$ cat src/rtl/annexb_access_unit_splitter_macros.svh
// Assertion macros shared by the access unit splitter RTL.
`ifndef ANNEXB_ACCESS_UNIT_SPLITTER_MACROS_SVH
`define ANNEXB_ACCESS_UNIT_SPLITTER_MACROS_SVH

// Same-cycle implication, sampled on clk and disabled while rst is high.
`define AAUS_ASSERT_NOW(label, ante, cons, msg) \
  label: assert property (@(posedge clk) disable iff (rst) (ante) |-> (cons)) \
    else $error(msg);

// Next-cycle implication, sampled on clk and disabled while rst is high.
`define AAUS_ASSERT_NEXT(label, ante, cons, msg) \
  label: assert property (@(posedge clk) disable iff (rst) (ante) |=> (cons)) \
    else $error(msg);

`endif

$ cat src/rtl/aaus_pkg.sv
// Shared types and constants of the access unit splitter.
package aaus_pkg;

  localparam int BYTE_W     = 8;
  localparam int NAL_TYPE_W = 5;
  localparam int MASK_W     = 32;
  localparam int CFG_IDX_W  = 1;

  localparam int LOOKAHEAD_DEPTH_DEF = 6;

  localparam logic [MASK_W-1:0]     ATTACH_MASK_RESET = 32'h0000_03C0;
  localparam logic [NAL_TYPE_W-1:0] KEY_TYPE_RESET    = 5'd5;

  // Configuration register indexes.
  localparam logic [CFG_IDX_W-1:0] CFG_ATTACH_MASK = 1'b0;
  localparam logic [CFG_IDX_W-1:0] CFG_KEY_TYPE    = 1'b1;

  // Start code bytes still to pass after the first one: 4-byte and 3-byte codes.
  localparam logic [1:0] ZR_LONG  = 2'd3;
  localparam logic [1:0] ZR_SHORT = 2'd2;

  typedef struct packed {
    logic [BYTE_W-1:0] data;
    logic              last;
    logic              keyframe;
    logic              first;
  } item_t;

  typedef struct packed {
    logic  valid;
    item_t item;
  } res_t;

  typedef struct packed {
    logic full;
    logic synced;
  } status_t;

endpackage

$ cat src/rtl/aaus_window.sv
// Lookahead window, start code detection and access unit state.
module aaus_window #(
  parameter int DEPTH = 6
) (
  input  logic                                   clk,
  input  logic                                   rst,
  input  logic                                   accept,
  input  logic [aaus_pkg::BYTE_W-1:0]            stream_byte,
  input  logic                                   restart,
  input  logic [aaus_pkg::MASK_W-1:0]            attach_mask,
  input  logic [aaus_pkg::NAL_TYPE_W-1:0]        key_type,
  output aaus_pkg::res_t                         res,
  output aaus_pkg::status_t                      st
);
  import aaus_pkg::*;

  localparam int CW = $clog2(DEPTH + 1);

  logic [BYTE_W-1:0] win [DEPTH];
  logic [CW-1:0]     count;
  logic [1:0]        zero_run;
  logic              await_header;
  logic              synced;
  logic              first_nal_pending;
  logic              current_keyframe;

  logic [1:0] zero_run_next;
  logic       await_header_next;
  logic       synced_next;
  logic       first_nal_pending_next;
  logic       current_keyframe_next;

  logic                  full;
  logic                  sc0_long, sc0_short, sc0;
  logic                  sc1_long, sc1_short, sc1;
  logic [NAL_TYPE_W-1:0] hdr0_type, hdr1_type;
  logic                  emit, open_unit, last;
  logic [1:0]            zr;
  logic                  ah;

  assign full = (count == CW'(DEPTH));

  // Start code at the head of the window and one byte further on.
  assign sc0_long  = (win[0] == 8'h00) && (win[1] == 8'h00) && (win[2] == 8'h00) &&
                     (win[3] == 8'h01);
  assign sc0_short = !sc0_long && (win[0] == 8'h00) && (win[1] == 8'h00) &&
                     (win[2] == 8'h01);
  assign sc0       = sc0_long || sc0_short;
  assign hdr0_type = sc0_long ? win[4][NAL_TYPE_W-1:0] : win[3][NAL_TYPE_W-1:0];

  assign sc1_long  = (win[1] == 8'h00) && (win[2] == 8'h00) && (win[3] == 8'h00) &&
                     (win[4] == 8'h01);
  assign sc1_short = !sc1_long && (win[1] == 8'h00) && (win[2] == 8'h00) &&
                     (win[3] == 8'h01);
  assign sc1       = sc1_long || sc1_short;
  assign hdr1_type = sc1_long ? win[5][NAL_TYPE_W-1:0] : win[4][NAL_TYPE_W-1:0];

  assign emit      = accept && full && !restart && (synced || sc0);
  assign open_unit = first_nal_pending && sc0;

  always_comb begin
    zero_run_next          = zero_run;
    await_header_next      = await_header;
    synced_next            = synced;
    first_nal_pending_next = first_nal_pending;
    current_keyframe_next  = current_keyframe;
    last                   = 1'b0;
    zr                     = zero_run;
    ah                     = await_header;
    if (emit) begin
      if (open_unit) begin
        zr                     = sc0_long ? ZR_LONG : ZR_SHORT;
        ah                     = 1'b1;
        current_keyframe_next  = (hdr0_type == key_type);
        first_nal_pending_next = 1'b0;
      end
      synced_next       = 1'b1;
      zero_run_next     = zr;
      await_header_next = ah;
      if (zr != 2'd0) begin
        zero_run_next = zr - 2'd1;
      end else if (ah) begin
        await_header_next = 1'b0;
      end else if (sc1) begin
        if (attach_mask[hdr1_type]) begin
          zero_run_next     = sc1_long ? ZR_LONG : ZR_SHORT;
          await_header_next = 1'b1;
        end else begin
          last                   = 1'b1;
          first_nal_pending_next = 1'b1;
        end
      end
    end
  end

  assign res.valid         = emit;
  assign res.item.data     = win[0];
  assign res.item.last     = last;
  assign res.item.keyframe = current_keyframe_next;
  assign res.item.first    = emit && open_unit;

  assign st.full   = full;
  assign st.synced = synced;

  // The window shifts on each accepted byte; after DEPTH items the oldest byte sits at the head.
  always_ff @(posedge clk) begin
    if (accept) begin
      for (int i = 0; i < DEPTH - 1; i++) begin
        win[i] <= win[i+1];
      end
      win[DEPTH-1] <= stream_byte;
    end
  end

  always_ff @(posedge clk) begin
    if (rst) begin
      count             <= '0;
      zero_run          <= '0;
      await_header      <= 1'b0;
      synced            <= 1'b0;
      first_nal_pending <= 1'b1;
      current_keyframe  <= 1'b0;
    end else if (accept && restart) begin
      count             <= CW'(1);
      zero_run          <= '0;
      await_header      <= 1'b0;
      synced            <= 1'b0;
      first_nal_pending <= 1'b1;
      current_keyframe  <= 1'b0;
    end else if (accept) begin
      if (!full) begin
        count <= count + CW'(1);
      end
      zero_run          <= zero_run_next;
      await_header      <= await_header_next;
      synced            <= synced_next;
      first_nal_pending <= first_nal_pending_next;
      current_keyframe  <= current_keyframe_next;
    end
  end

endmodule

$ cat src/rtl/aaus_out_buf.sv
// Two-entry result buffer: output register plus skid entry.
module aaus_out_buf (
  input  logic            clk,
  input  logic            rst,
  input  aaus_pkg::res_t  res,
  output logic            full,
  output logic            out_valid,
  input  logic            out_stall,
  output aaus_pkg::item_t out_item
);
  import aaus_pkg::*;

  logic  v0, v1;
  item_t e0, e1;
  logic  pop;
  logic  a0;

  assign pop = v0 && !out_stall;
  // Head occupancy once this cycle's pop has been taken into account.
  assign a0  = pop ? v1 : v0;

  always_ff @(posedge clk) begin
    if (rst) begin
      v0 <= 1'b0;
      v1 <= 1'b0;
    end else begin
      v0 <= a0 || res.valid;
      v1 <= (pop ? 1'b0 : v1) || (res.valid && a0);
    end
  end

  always_ff @(posedge clk) begin
    if (res.valid && !a0) begin
      e0 <= res.item;
    end else if (pop) begin
      e0 <= e1;
    end
    if (res.valid && a0) begin
      e1 <= res.item;
    end
  end

  assign full      = v1;
  assign out_valid = v0;
  assign out_item  = e0;

endmodule

$ cat src/rtl/annexb_access_unit_splitter.sv
// Annex-B access unit splitter: top level with configuration registers and checks.
//
// Usage. Stream bytes enter on the input channel (in_valid, in_stall, stream_byte,
// restart) and leave, cut into access units, on the output channel (out_valid,
// out_stall, unit_byte, unit_last, unit_keyframe, unit_first). An item moves at a
// rising edge of clk where valid is high and stall is low.
// Every byte passes through a lookahead window of LOOKAHEAD_DEPTH bytes, so a byte
// leaves only when LOOKAHEAD_DEPTH later bytes have been accepted; its result item
// then enters the output buffer at the accepting edge. The tail of a stream stays in
// the window until later bytes, for instance of the next stream, push it out.
// Bytes before the first start code produce no item.
// Throughput is one byte per cycle while in_stall is low: the window logic is a single
// registered pass, and a two-entry output buffer lets the block accept a byte while a
// result waits. in_stall rises only when both buffer entries hold items, i.e. after the
// receiver has stalled with a further result arriving; it is driven from a register.
// Reset (rst, synchronous, active high) empties the window and buffer and returns the
// configuration registers to their defaults. A byte with restart set clears the window
// and unit state first (not the registers) and then enters the window. Configuration is
// written through cfg_write, cfg_index and cfg_data by the user while idle (not enforced).
`include "annexb_access_unit_splitter_macros.svh"

module annexb_access_unit_splitter #(
  parameter int LOOKAHEAD_DEPTH = aaus_pkg::LOOKAHEAD_DEPTH_DEF
) (
  input  logic                              clk,
  input  logic                              rst,
  input  logic                              in_valid,
  output logic                              in_stall,
  input  logic [aaus_pkg::BYTE_W-1:0]       stream_byte,
  input  logic                              restart,
  output logic                              out_valid,
  input  logic                              out_stall,
  output logic [aaus_pkg::BYTE_W-1:0]       unit_byte,
  output logic                              unit_last,
  output logic                              unit_keyframe,
  output logic                              unit_first,
  input  logic                              cfg_write,
  input  logic [aaus_pkg::CFG_IDX_W-1:0]    cfg_index,
  input  logic [aaus_pkg::MASK_W-1:0]       cfg_data
);
  import aaus_pkg::*;

  logic [MASK_W-1:0]     attach_type_mask;
  logic [NAL_TYPE_W-1:0] key_nal_type;
  logic                  in_accept;
  logic                  buf_full;
  res_t                  core_res;
  status_t               core_st;
  item_t                 out_item;

  // Configuration registers; an index is one of the two register codes.
  always_ff @(posedge clk) begin
    if (rst) begin
      attach_type_mask <= ATTACH_MASK_RESET;
      key_nal_type     <= KEY_TYPE_RESET;
    end else if (cfg_write) begin
      case (cfg_index)
        CFG_ATTACH_MASK: attach_type_mask <= cfg_data;
        CFG_KEY_TYPE:    key_nal_type     <= cfg_data[NAL_TYPE_W-1:0];
        default:         ;
      endcase
    end
  end

  assign in_stall  = buf_full;
  assign in_accept = in_valid && !in_stall;

  aaus_window #(
    .DEPTH(LOOKAHEAD_DEPTH)
  ) u_window (
    .clk         (clk),
    .rst         (rst),
    .accept      (in_accept),
    .stream_byte (stream_byte),
    .restart     (restart),
    .attach_mask (attach_type_mask),
    .key_type    (key_nal_type),
    .res         (core_res),
    .st          (core_st)
  );

  aaus_out_buf u_out_buf (
    .clk       (clk),
    .rst       (rst),
    .res       (core_res),
    .full      (buf_full),
    .out_valid (out_valid),
    .out_stall (out_stall),
    .out_item  (out_item)
  );

  assign unit_byte     = out_item.data;
  assign unit_last     = out_item.last;
  assign unit_keyframe = out_item.keyframe;
  assign unit_first    = out_item.first;

  // The opening byte of a unit is a start code zero and can never close it.
  `AAUS_ASSERT_NOW(a_first_not_last, out_valid && unit_first, !unit_last, "unit opens and closes on one byte")
  // A result is only produced from a full window, never from a restart byte.
  `AAUS_ASSERT_NOW(a_res_needs_full, core_res.valid, core_st.full && !restart && in_accept, "result without full window")
  // After a restart the window refills from a single byte.
  `AAUS_ASSERT_NEXT(a_restart_clears, in_accept && restart, !core_st.full && !core_st.synced, "restart left state behind")

endmodule

$ cat config.mk
export PLATFORM = sky130hd
export DESIGN_NAME = annexb_access_unit_splitter
export DESIGN_NICKNAME = d
export VERILOG_FILES = /design/src/rtl/aaus_pkg.sv /design/src/rtl/aaus_window.sv /design/src/rtl/aaus_out_buf.sv /design/src/rtl/annexb_access_unit_splitter.sv
export VERILOG_INCLUDE_DIRS = /design/src /design/src/rtl
export SDC_FILE = /design/constraint.sdc
export NUM_CORES = 1
export LEC_CHECK = 0
export BUFFER_PORTS_ARGS = -buffer_cell sky130_fd_sc_hd__buf_2
export CORE_MARGIN = 2
export CORE_UTILIZATION = 50
export CTS_BUF_LIST = sky130_fd_sc_hd__clkbuf_8
export DETAILED_ROUTE_END_ITERATION = 8
export PLACE_DENSITY = 0.71
export SYNTH_ARGS = -nofsm -noshare
export SYNTH_HDL_FRONTEND = slang
export SYNTH_HIERARCHICAL = 1
export SYNTH_SLANG_ARGS = --single-unit
$ cat constraint.sdc
create_clock -name clk -period 4.7 [get_ports clk]
set_input_delay 0.235 -clock clk [delete_from_list [all_inputs] [get_ports clk]]
set_output_delay 0.235 -clock clk [all_outputs]
set_load 0.05 [all_outputs]
==> results.py <==
metrics = {
    "grt": {
        "grt_pass1_wl_um": 16400,
        "grt_max_degree": 75,
        "antenna_found_initial": 0,
        "grt_pass1_vias": 3457,
        "grt_usage": 0.182,
        "grt_overflow_total": 0,
    },
    "route": {
        "drtAntennaViolNets": 0,
        "first_pass_iters": 4,
        "drc": 0,
        "wl_per_cell_um": 15.4,
        "vias_per_cell": 5.48,
        "wl_um": 9930,
        "vias": 3533,
        "drtIter0Drc": 170,
    },
    "power_and_ir_drop": {
        "peakVddDrop_uv": 172,
        "p_int_w": 0.00182,
        "p_total_w": 0.00230,
        "p_comb_frac": 0.058,
        "switching_share": 0.211,
        "p_switching_w": 0.000485,
        "power_frac_seq": 0.508,
        "power.density_nw_per_um2": 371,
        "clockPowerShare": 0.434,
        "p_leak_nw": 2.37,
    },
    "clock_tree": {
        "clkTransAtPathRegs_ns": 0.07,
        "cts_max_path_buffers": 2,
        "insertion_delay_ns": 0.41,
        "cts_buffers": 17,
        "cts-resized-gates": 0,
        "holdBufCountCts": 8,
        "cts_setup_buffers": 0,
        "clock_sink_count": 118,
        "cts-root-buf": "clkbuf_8",
        "htreeDepth": 4,
        "cts_tree": "done",
    },
    "floorplan": {
        "fp.coreArea_um2": 10400,
        "fp.dieArea_um2": 11600,
        "rows": 37,
        "die_w_um": 108,
        "ios": 60,
        "die-height_um": 108,
        "initial_core_util": 0.518,
    },
    "sta": {
        "max_freq_mhz": 278,
        "grt_setup_unrepaired": "false",
        "fin_crit_sh": 0.766,
        "slew_violations": 0,
        "fin_hold_ws_ns": 0.0760,
        "slew_headroom": 0.338,
        "final_hold_viol_count": 0,
        "setup_ws_ns": 1.10,
        "period_needed_ns": 3.60,
        "clock_skew_ns": 0.0101,
        "tns_ns": 0,
        "worstMarginPinSlew_ns": 0.990,
        "setup_viol": 0,
    },
    "worst_setup_path": {
        "rrSetupSlack_ns": 1.10,
        "crit_fanout": 13,
        "cp.arrival_ns": 3.84,
        "r2r_start": "u_window/win[1][5]",
        "r2r-end": "u_out_buf/out_item[2]",
        "cp-startpoint": "u_window/win[1][5]",
        "worst_r2r_path_depth": 11,
        "crit_path_end_kind": "register",
        "path_class": "register to register",
        "cp.required_ns": 4.94,
        "cp-start-kind": "register",
        "crit_path_end": "u_out_buf/out_item[2]",
    },
    "hold_path": {
        "hold_start": "cfg_data[6]",
        "hp-class": "input pin to register",
    },
    "placed_design": {
        "io_buffers": 59,
        "gp_congestion": 0.809,
        "dp_slack_ns": 1.05,
        "hpwl_um": 6730,
        "dpl.cell_count": 605,
    },
    "synth": {
        "synth_nets": 483,
        "ys.warnings.count": 6,
        "avgSynthCellArea_um2": 12.4,
        "syn_inst": 434,
        "synth_area_um2": 5380,
    },
    "layout": {
        "final_cell_mix": "edfxtp_1 (70), buf_2 (59), dfxtp_1 (48)",
        "antennaDiodeCount": 0,
        "drive_gt1_frac": 0.232,
        "n_fill_cell": 852,
        "final_common_cell": "edfxtp_1",
        "fin_nets": 545,
        "area_growth_pct": 15.3,
        "fin_cells": 645,
    },
    "run_status": {
        "outcome": "complete, no violations",
    },
    "job": {
        "cap_viol_max_count": 0,
    },
}
critical path, stage by stage, from the launching register on:
cell	delay (ns)
edfxtp_1	0.39
nor4_1	0.42
nand4_1	0.36
o41ai_4	0.88
buf_4	0.27
mux2i_1	0.18
o22ai_1	0.10
nor3_1	0.25
a22oi_2	0.14
nor2_1	0.21
nand2_1	0.09
o32ai_2	0.12
how the worst min path moves through the flow:
| stage | to | slack, ns | cells past startpoint |
|---|---|---|---|
| 6_report | attach_type_mask[6] | 0.08 | 3 |
| 2_1_floorplan | u_window/win[5][0] | 0.33 | 0 |
| 3_3_place_gp | u_window/win[4][6] | 0.40 | 0 |
| 3_5_place_dp | u_window/win[4][7] | 0.41 | 0 |
| 5_1_grt | attach_type_mask[6] | 0.08 | 3 |
| 4_1_cts | attach_type_mask[6] | 0.05 | 3 |
final cells by class:
class,count,area (µm²),share of cell area
Tap cell,136,170,0.0275
Clock inverter,12,160,0.0258
Sequential cell,118,3060,0.494
Inverter,22,82.6,0.0133
Clock buffer,20,275,0.0444
Timing Repair Buffer,72,413,0.0666
Multi-Input combinational cell,265,2030,0.328
power by group through the flow:
stage	registers [W]	clock network (W)	logic (W)
2_1_floorplan	0.00118	0	0.0000947
3_3_place_gp	0.00119	0	0.000125
3_5_place_dp	0.00119	0	0.000129
4_1_cts	0.00117	0.00102	0.000135
5_1_grt	0.00117	0.00106	0.000148
6_report	0.00117	0.000999	0.000134
flip-flops by register name (all words and copies together) (netlist names):
signal	flops
u_window/win	48
attach_type_mask	32
u_out_buf/e1	11
u_out_buf/out_item	11
key_nal_type	5
u_window/count	3
u_window/zero_run	2
u_out_buf/full	1
u_out_buf/out_valid	1
u_window/await_header	1
u_window/current_keyframe	1
u_window/first_nal_pending	1
u_window/synced	1
routing by layer:
| metal | vias up | GRT usage | wire length (µm) | share of wire |
|---|---|---|---|---|
| met2 | 94 | 0.293 | 5010 | 0.50 |
| met4 | 0 | 0.0632 | 89 | 0.0090 |
| li1 | 1748 | - | - | - |
| met3 | 6 | 0.0569 | 437 | 0.044 |
| met1 | 1685 | 0.232 | 4390 | 0.44 |
| met5 | - | 0 | 0 | 0 |
metrics by stage:
step	cell area, µm²	utilization
final	6200	0.598
after global routing	6200	0.598
after CTS	6200	0.598
after detailed placement	5680	0.548
after global placement	5680	0.548
after floorplan	5380	-
No activity file was read; power rests on OpenSTA's default activity.
